**src/rtl/snus_pkg.sv**
```systemverilog
package snus_pkg;

  // Fixed field widths of the request and result words.
  localparam int KEY_W     = 64;
  localparam int ENTRIES_W = 5;

  typedef logic [KEY_W-1:0] key_t;

  typedef struct packed {
    logic request_ok;
    key_t challenge_key;
  } in_word_t;

  typedef struct packed {
    logic                 accepted;
    logic                 already_seen;
    logic                 store_full;
    logic [ENTRIES_W-1:0] entries_used;
  } out_word_t;

  // Controls from the sequencer to the shared compare unit.
  typedef struct packed {
    logic clear;
    logic en;
  } cmp_ctrl_t;

endpackage

```
**src/rtl/snus_ram.sv**
```systemverilog
module snus_ram #(
  parameter int WIDTH  = 64,
  parameter int DEPTH  = 16,
  parameter int ADDR_W = (DEPTH > 1) ? $clog2(DEPTH) : 1
) (
  input  logic              clk,
  input  logic              we,
  input  logic [ADDR_W-1:0] waddr,
  input  logic [WIDTH-1:0]  wdata,
  input  logic              re,
  input  logic [ADDR_W-1:0] raddr,
  output logic [WIDTH-1:0]  rdata
);

  logic [WIDTH-1:0] mem [DEPTH];
  logic [WIDTH-1:0] rdata_r;

  always_ff @(posedge clk) begin
    if (we) begin
      mem[waddr] <= wdata;
    end
    if (re) begin
      rdata_r <= mem[raddr];
    end
  end

  assign rdata = rdata_r;

endmodule

```
**src/rtl/snus_cmp.sv**
```systemverilog
module snus_cmp
  import snus_pkg::*;
(
  input  logic      clk,
  input  logic      rst_n,
  input  cmp_ctrl_t ctrl,
  input  key_t      key,
  input  key_t      slot_key,
  output logic      seen
);

  logic seen_r;
  logic seen_nxt;

  // Sticky match flag, one slot compared per enabled cycle.
  always_comb begin
    seen_nxt = seen_r;
    if (ctrl.clear) begin
      seen_nxt = 1'b0;
    end else if (ctrl.en && (slot_key == key)) begin
      seen_nxt = 1'b1;
    end
  end

  always_ff @(posedge clk) begin
    if (!rst_n) begin
      seen_r <= 1'b0;
    end else begin
      seen_r <= seen_nxt;
    end
  end

  assign seen = seen_r;

endmodule

```
**src/rtl/single_use_nonce_store_core.sv**
```systemverilog
// Anti-replay store of single-use challenge keys.
// A request word on the in_ channel carries request_ok and challenge_key. The
// key, cut to its low KEY_BYTES bytes, is compared against every filled slot.
// If request_ok is set, the key is new and the store has room, the key is
// appended at the fill count and the count grows by one. A request with
// request_ok clear is a pure query and changes nothing.
// Each request gives exactly one result word on the out_ channel: accepted,
// already_seen, store_full and entries_used (the count after the request).
// Steps: the scan reads one slot a cycle from the single slot read port of the
// key memory into one shared comparator; a drain step then takes the last
// compare, and a decide step decides, appends and loads the result register,
// waiting there while the result register is still full. An empty store skips
// the scan and the drain. The result word is valid on the cycle after the
// decide step.
// in_ready is high only while no request is in work. The result register
// parts the two sides: a new request may be accepted while a result still
// waits, and a finished request holds in its decide step until the result
// register is free when the receiver stalls.
// Reset clears the fill count and the handshake state; the key memory needs
// no clearing, since slots at or above the count are never read.
module single_use_nonce_store_core
  import snus_pkg::*;
#(
  parameter int STORE_CAPACITY = 16,
  parameter int KEY_BYTES      = 8
) (
  input  logic      clk,
  input  logic      rst_n,
  input  logic      in_valid,
  output logic      in_ready,
  input  in_word_t  in_data,
  output logic      out_valid,
  input  logic      out_ready,
  output out_word_t out_data
);

  localparam int ADDR_W = (STORE_CAPACITY > 1) ? $clog2(STORE_CAPACITY) : 1;
  localparam int CNT_W  = $clog2(STORE_CAPACITY + 1);
  localparam key_t KEY_MASK = (KEY_BYTES >= 8) ? {KEY_W{1'b1}}
                                               : ((key_t'(1) << (8 * KEY_BYTES)) - key_t'(1));
  localparam logic [CNT_W-1:0] CAP = CNT_W'(STORE_CAPACITY);

  typedef enum logic [1:0] {
    ST_IDLE,
    ST_SCAN,
    ST_DRAIN,
    ST_DONE
  } state_t;

  state_t            state_r;
  state_t            state_nxt;
  logic [CNT_W-1:0]  count_r;
  logic [CNT_W-1:0]  count_nxt;
  logic [ADDR_W-1:0] idx_r;
  logic [ADDR_W-1:0] idx_nxt;
  logic              cmp_vld_r;
  logic              cmp_vld_nxt;
  logic              ok_r;
  logic              ok_nxt;
  key_t              key_r;
  key_t              key_nxt;
  logic              out_valid_r;
  logic              out_valid_nxt;
  out_word_t         out_data_r;
  out_word_t         out_data_nxt;

  logic      in_fire;
  logic      full;
  logic      seen;
  logic      take;
  logic      done_go;
  logic      last_slot;
  cmp_ctrl_t cmp_ctrl;
  key_t      slot_key;

  assign in_ready  = (state_r == ST_IDLE);
  assign in_fire   = in_valid && in_ready;
  assign full      = (count_r == CAP);
  assign take      = ok_r && !seen && !full;
  // The decide step waits until the result register is free.
  assign done_go   = !out_valid_r || out_ready;
  assign last_slot = ((CNT_W'(idx_r) + CNT_W'(1)) == count_r);

  // Key memory: one read port for the scan, one write port for the append.
  snus_ram #(
    .WIDTH (KEY_W),
    .DEPTH (STORE_CAPACITY)
  ) u_slots (
    .clk   (clk),
    .we    ((state_r == ST_DONE) && done_go && take),
    .waddr (ADDR_W'(count_r)),
    .wdata (key_r),
    .re    (state_r == ST_SCAN),
    .raddr (idx_r),
    .rdata (slot_key)
  );

  // The compare runs in the cycle after each slot read.
  assign cmp_ctrl.clear = in_fire;
  assign cmp_ctrl.en    = cmp_vld_r;

  snus_cmp u_cmp (
    .clk      (clk),
    .rst_n    (rst_n),
    .ctrl     (cmp_ctrl),
    .key      (key_r),
    .slot_key (slot_key),
    .seen     (seen)
  );

  always_comb begin
    state_nxt     = state_r;
    count_nxt     = count_r;
    idx_nxt       = idx_r;
    cmp_vld_nxt   = (state_r == ST_SCAN);
    ok_nxt        = ok_r;
    key_nxt       = key_r;
    out_valid_nxt = out_valid_r && !out_ready;
    out_data_nxt  = out_data_r;
    unique case (state_r)
      ST_IDLE: begin
        if (in_fire) begin
          ok_nxt  = in_data.request_ok;
          key_nxt = in_data.challenge_key & KEY_MASK;
          idx_nxt = '0;
          // An empty store has nothing to scan.
          state_nxt = (count_r == '0) ? ST_DONE : ST_SCAN;
        end
      end
      ST_SCAN: begin
        idx_nxt = idx_r + ADDR_W'(1);
        if (last_slot) begin
          state_nxt = ST_DRAIN;
        end
      end
      ST_DRAIN: begin
        state_nxt = ST_DONE;
      end
      ST_DONE: begin
        if (done_go) begin
          if (take) begin
            count_nxt = count_r + CNT_W'(1);
          end
          out_valid_nxt             = 1'b1;
          out_data_nxt.accepted     = take;
          out_data_nxt.already_seen = seen;
          out_data_nxt.store_full   = full;
          out_data_nxt.entries_used = ENTRIES_W'(take ? (count_r + CNT_W'(1)) : count_r);
          state_nxt                 = ST_IDLE;
        end
      end
      default: begin
        state_nxt = ST_IDLE;
      end
    endcase
  end

  always_ff @(posedge clk) begin
    if (!rst_n) begin
      state_r     <= ST_IDLE;
      count_r     <= '0;
      cmp_vld_r   <= 1'b0;
      out_valid_r <= 1'b0;
    end else begin
      state_r     <= state_nxt;
      count_r     <= count_nxt;
      cmp_vld_r   <= cmp_vld_nxt;
      out_valid_r <= out_valid_nxt;
    end
    idx_r      <= idx_nxt;
    ok_r       <= ok_nxt;
    key_r      <= key_nxt;
    out_data_r <= out_data_nxt;
  end

  assign out_valid = out_valid_r;
  assign out_data  = out_data_r;

  // The fill count saturates at capacity.
  a_count_bound: assert property (@(posedge clk) disable iff (!rst_n)
    count_r <= CAP)
    else $error("fill count above capacity");

  // A stored key was never seen and found room.
  a_accept_clean: assert property (@(posedge clk) disable iff (!rst_n)
    (out_valid && out_data.accepted) |-> (!out_data.already_seen && !out_data.store_full))
    else $error("key accepted while seen or full");

  // The count moves only through an append in the decide step.
  a_count_step: assert property (@(posedge clk) disable iff (!rst_n)
    !((state_r == ST_DONE) && done_go && take) |=> (count_r == $past(count_r)))
    else $error("fill count changed without an append");

  // A full store reports the capacity as its count.
  a_full_count: assert property (@(posedge clk) disable iff (!rst_n)
    (out_valid && out_data.store_full) |-> (out_data.entries_used == ENTRIES_W'(CAP)))
    else $error("full store reports wrong count");

endmodule
```
**config.mk**
```make
export PLATFORM = sky130hd
export DESIGN_NAME = single_use_nonce_store_core
export DESIGN_NICKNAME = d
export VERILOG_FILES = /design/src/rtl/snus_pkg.sv /design/src/rtl/snus_ram.sv /design/src/rtl/snus_cmp.sv /design/src/rtl/single_use_nonce_store_core.sv
export SDC_FILE = /design/constraint.sdc
export NUM_CORES = 1
export LEC_CHECK = 0
export BUFFER_PORTS_ARGS = -buffer_cell sky130_fd_sc_hd__buf_2
export CORE_MARGIN = 1.5
export CORE_UTILIZATION = 35
export CTS_BUF_LIST = sky130_fd_sc_hd__clkbuf_8
export DETAILED_ROUTE_END_ITERATION = 10
export GPL_ROUTABILITY_DRIVEN = 0
export HOLD_SLACK_MARGIN = 0.02
export SETUP_SLACK_MARGIN = 0.2
export SYNTH_ARGS = -nofsm -noshare
export SYNTH_HDL_FRONTEND = slang
export SYNTH_HIERARCHICAL = 1
export SYNTH_SLANG_ARGS = --single-unit
```
**constraint.sdc**
```tcl
create_clock -name clk -period 8.4 [get_ports clk]
set_input_delay 0.84 -clock clk [delete_from_list [all_inputs] [get_ports clk]]
set_output_delay 0.84 -clock clk [all_outputs]
set_load 0.005 [all_outputs]
```
Word level (Yosys, flattened, before mapping). Memories as Yosys holds them, arrays and structs flattened. A register that Yosys moved wholly into a read port is not among the register bits. Index checks and enable logic that the tools add are counted.

Bits in read-only memories: 0. Memories: 1. Latch bits: 0. Word-level logic and storage cells: 58. Register bits: 87. Input port bits: 69. Output and inout bits: 10. Memory bits (writable): 1024.

Memory list: u_slots.mem (words 16, width 64, read ports 1, clocked after memory_dff 1, write ports 1, line snus_ram.sv:15) `logic [WIDTH-1:0] mem [DEPTH];`.

Div/mod/pow operators: 0. Order comparisons: 0. Multipliers: 0. Reduce and logical (&&, ||, !) cells: 20. Multiplexer cells: 12. Add/sub/neg operators: 3. Equality and inequality tests: 9. Shift operators: 0. Bitwise gates (word level): 1.

Operators by type and width (count): 64-bit equality test (1); 2-bit two-way mux (4); 2-bit one-hot mux with 4 select lines (1); 4-bit one-hot mux with 2 select lines (1); 1-bit logical AND (7); 2-bit AND reduction (3); 4-bit by 1-bit adder with 5-bit output (second input constant) (1); 5-bit by 1-bit adder with 5-bit output (second input constant) (1); 5-bit equality test (1); 5-bit equality test (second input constant) (1); 5-bit logical NOT (1); 5-bit two-way mux (1); 4-bit by 1-bit adder with 4-bit output (second input constant) (1); 2-bit equality test (second input constant) (2); 1-bit logical NOT (4); 1-bit two-way mux (4); 4-bit two-way mux (1); 2-bit by 1-bit inequality test with 1-bit output (second input constant) (2); 3-bit AND reduction (1); 2-bit by 1-bit equality test with 1-bit output (second input constant) (1); 2-bit logical NOT (1); 2-bit inequality test (second input constant) (1); 2-bit nonzero test (1); 2-bit OR reduction (1); other kinds (2) (2).

Logic depth before layout (Yosys ltp).
Word-level depth: 6. Depth in mapped cells: 9.

Modules after synthesis. The synthesis kept the hierarchy.

By module, submodules not included: snus_ram (times used 1, area each 40223.6 µm², cells each 1647); single_use_nonce_store_core (times used 1, area each 3076.7 µm², cells each 169); snus_cmp (times used 1, area each 857.1 µm², cells each 122).

Worst setup path before layout. Ideal clock, no wire load.

Kind: input-to-reg. Start: input out_ready. End: memory u_slots.mem[0][0] (enable). Setup time: 0.565 ns. Data arrival time: 6.367 ns. Path buffers: 0. Cell stages on the path: 7. Required time: 7.835 ns. Slack: 1.468 ns. Cell sequence: nand2b_1 -> nand2_1 -> inv_1 -> nand2_1 -> inv_1 -> or3b_2 -> nor3_1.

Longest elaborated chain between the ends: 5.

RTL lines: start, declared (line single_use_nonce_store_core.sv:33) `input logic out_ready,`; 1-bit logical OR (line single_use_nonce_store_core.sv:81) `assign done_go = !out_valid_r || out_ready;`; 1-bit logical AND (2 in a row) (line single_use_nonce_store_core.sv:90) `.we ((state_r == ST_DONE) && done_go && take),`; 1-bit two-way mux (line snus_ram.sv:19) `if (we) begin`; 1-bit two-way mux (implied by the code) (line snus_ram.sv:20) `mem[waddr] <= wdata;`; end, declared (line snus_ram.sv:15).

No other way between the ends.

Final worst setup path.
Start: register count_r[0]. End: memory u_slots.mem[9][22] (enable).

Longest elaborated chain between the ends: 6.

RTL lines: start, declared (line single_use_nonce_store_core.sv:52) `logic [CNT_W-1:0] count_r;`; start signal, assigned (line single_use_nonce_store_core.sv:166) `count_r <= count_nxt;`; 5-bit equality test (line single_use_nonce_store_core.sv:78) `assign full = (count_r == CAP);`; net full (line single_use_nonce_store_core.sv:68) `logic full;`; 1-bit logical NOT (line single_use_nonce_store_core.sv:79) `assign take = ok_r && !seen && !full;`; 1-bit logical AND (line single_use_nonce_store_core.sv:79); 1-bit logical AND (line single_use_nonce_store_core.sv:90); 1-bit two-way mux (line snus_ram.sv:19); 1-bit two-way mux (implied by the code) (line snus_ram.sv:20).

The timed path passes the listed nets, and every way through them passes these cells.

==> results by group <==
Status
  • Run status: completed

Synth
  • Avg Inst Size Synth: 22.79 um^2
  • Synth Cell Area: 44160 um^2
  • Cell count after synthesis: 1938
  • Share of the synthesized area in the top cell type: 79.22%
  • Ranking of synthesized cells by area: edfxtp_1, mux4_2, a22oi_1
  • Post-synthesis sequential area ratio: 79.68%
  • Number of synthesized flops with an enable pin: 1165
  • Post-Synthesis Net Count: 2014
  • #FFs+latches synth: 1175
  • Share of flip-flops with an asynchronous set or reset: 0%
  • Ys flop type: edfxtp_1
  • Synth warnings: 6
  • Synth area leader: edfxtp_1
  • Post-synth cell types: 49

Drt
  • Vias per cell: 5.118
  • Total wire length: 96150 um
  • Drt drc: 0
  • DRT Pass-1 Iters: 8
  • DR vias: 20250
  • Initial DRC Count: 1715
  • WL per Instance: 24.31 um
  • Final ANT Viol Nets: 0

Power and ir drop
  • Max VDD drop: 0.0003432 V
  • Leakage: 15.75 nW
  • PwrDens: 292.4 nW/um^2

Clocking
  • Clock Sinks: 1175
  • Clock slew at reported path FFs: 0.06 ns
  • Post-CTS sizing: 0
  • CTS tree: yes
  • CTS Buffer Depth: 3
  • Clk_lat worst skew: 0.83 ns
  • Hold_buf cts: 0
  • Root Driver: clkbuf_8
  • Setup Buffers After CTS: 0
  • Total CTS buffers: 188
  • H-tree Lvls: 4

Hold path
  • Worst hold path endpoint: key_r[24]$_DFFE_PP_
  • Hold path cells: 1
  • HP Start: in_data[24]
  • Worst min path class: input port to flip-flop

GRT
  • Gr usage total: 15.11%
  • Overflow after GRT: 0
  • Routing usage on met1: 20.40%
  • Most Crowded Layer GR: met2
  • Global-route wire length before repair: 141800 um
  • GRT met2 Usage: 24.50%
  • Largest net degree at the start of global routing: 137
  • Vias in the first global route: 21540
  • Grt met3 use: 3.365%
  • Initial antenna violation count: 7

Timing
  • Post-Route Setup TNS: 0 ns
  • Unrepaired setup endpoints after global routing: no
  • Slew @ Worst Pin: 1.234 ns
  • Worst slew margin: 17.74%
  • Endpoints failing setup: 0
  • Highest achievable clock rate: 212.0 MHz
  • Final hold vios: 0
  • Final Cycle Share: 56.16%
  • Max Slew Vio Count: 0
  • Min Tclk post-route: 4.718 ns
  • Final setup skew: 0.03352 ns

Worst setup path
  • Worst endpoint required time: 8.85 ns
  • FF-to-FF Start: count_r[0]$_SDFFE_PN0P_
  • Worst EP arrival: 5.17 ns
  • Critical setup path kind: flip-flop to flip-flop
  • RR Endpoint: u_slots/mem[9][22]$_DFFE_PP_
  • Crit-path max FO: 35
  • Setup crit end kind: flip-flop
  • CP Launch Type: flip-flop
  • R2R setup slack: 3.68 ns
  • FF-to-FF path depth: 9

Die
  • # IOs: 79
  • Die height: 358.2 um
  • DIE AREA: 128300 um^2
  • Core region area: 125400 um^2
  • Starting Density: 35.21%
  • Die Wd: 358.2 um
  • Std cell rows: 130

Cells and area
  • Layout cells sized above 1: 27.79%
  • Nets: 2245
  • Synthesis-to-finish area growth: 13.36%
  • Design area: 50060 um^2

Placement
  • IO Port Bufs: 78
  • Placed cell areas: 46700 um^2
  • Hpwl dp: 51710 um

Flow run
  • Maxcap violations: 0
==> stage by stage <==
stage / utilization [%] / power, mW / worst slack (ns) / cells / hold WS, ns
5_1_grt: 39.91 / 15.30 / 3.392 / 3955 / 0.1161
6_report: 39.92 / 14.64 / 3.682 / 3956 / 0.1825
3_3_place_gp: 37.24 / 10.36 / 3.874 / 3629 / 0.4502
3_5_place_dp: 37.24 / 10.41 / 3.696 / 3629 / 0.4716
4_1_cts: 39.91 / 14.86 / 3.671 / 3953 / 0.08643
2_1_floorplan: - / 9.447 / 1.468 / 1938 / 0.4307
==> registers in the layout, summed over array words and instances (netlist names) <==
register / flops
idx_r: 4
out_data: 8
state_r: 2
cmp_vld_r: 1
u_slots/mem: 1024
u_cmp/seen: 1
ok_r: 1
key_r: 64
u_slots/rdata: 64
out_valid: 1
count_r: 5
==> kinds of logic after synthesis <==
family                   after synthesis  share of synthesized area (%)
AO/OA/AOI/OAI                        163                          2.814
XOR/XNOR                              52                          1.031
adder cells (fa/ha/maj)                7                         0.1983
buffers and inverters                119                          1.332
flip-flops                          1175                          79.68
multiplexers                         258                          13.10
AND/OR/NAND/NOR                      164                          1.842
==> cells in the final DEF, fill, tap and decap left out, types with 4 or more instances in the layout <==
master,n
a2111o_1,5
a22oi_1,128
and2_1,7
buf_2,78
buf_4,49
bufinv_16,5
clkbuf_8,194
clkinv_1,46
clkinv_2,15
clkinvlp_4,7
dfxtp_1,10
edfxtp_1,1165
ha_1,6
inv_1,85
mux4_2,256
nand2_1,75
nand2b_1,6
nand3_1,6
nand4_1,11
nor2_4,13
nor2b_1,20
nor3_2,4
nor4_1,6
o22ai_1,8
xnor2_1,48
xor2_1,4
==> worst max-delay path by stage <==
stage	slack, ns	to	start
after floorplan	1.47	u_slots/mem[0][0]$_DFFE_PP_	out_ready
after global placement	3.87	u_slots/mem[9][24]$_DFFE_PP_	count_r[0]$_SDFFE_PN0P_
after detailed placement	3.70	u_slots/mem[9][27]$_DFFE_PP_	count_r[0]$_SDFFE_PN0P_
after CTS	3.67	u_slots/mem[9][20]$_DFFE_PP_	count_r[0]$_SDFFE_PN0P_
after global routing	3.39	u_slots/mem[9][21]$_DFFE_PP_	count_r[0]$_SDFFE_PN0P_
final	3.68	u_slots/mem[9][22]$_DFFE_PP_	count_r[0]$_SDFFE_PN0P_
==> synthesized netlist by cell type, drive strengths merged, types with 2 or more instances <==
cell type and number:
a22oi 128, o221ai 3, buf 50, dfxtp 10, a22o 2, clkbuf 38, nor3 5, o21ai 5
a21oi 2, a2111o 5, nand4 11, nand3 6, xnor2 48, o22ai 8, xor2 4, and2 9
edfxtp 1165, a21boi 3, nand2 75, ha 7, o2111ai 2, nor2 14, nor4 7, nand3b 2
mux4 256, inv 31, nor2b 22, nand2b 6
==> final cells by class <==
cell class              count  area, um^2
repair buffers            129       798.3
fillers                 10960       75350
flip-flops and latches   1175       35180
multi-input cells         644        8536
clock buffers             194        2670
diodes                      3       7.507
well taps                1650        2064
clock inverters           130       681.9
inverters                  31       116.4
==> routing by layer <==
layer / vias up / part of all wire (%)
met5: - / 0.014
met4: 2 / 2.2
met3: 151 / 6.3
met2: 656 / 49
met1: 10790 / 43
li1: 8650 / -
==> power by group <==
| group | internal (mW) | switching [mW] |
|---|---|---|
| Combinational | 1.25 | 1.62 |
| Clock | 2.28 | 2.14 |
| Sequential | 7.03 | 0.315 |
==> worst max-delay path, stage by stage (launching register included) <==
cell,delay (ns)
dfxtp_1,0.65
inv_1,0.16
ha_1,0.26
and4bb_2,0.24
nor2b_1,0.48
nand2_1,0.24
inv_1,0.18
nand3b_1,0.31
nor2_4,1.02
buf_4,0.75
(Power assumes the default switching activity.)
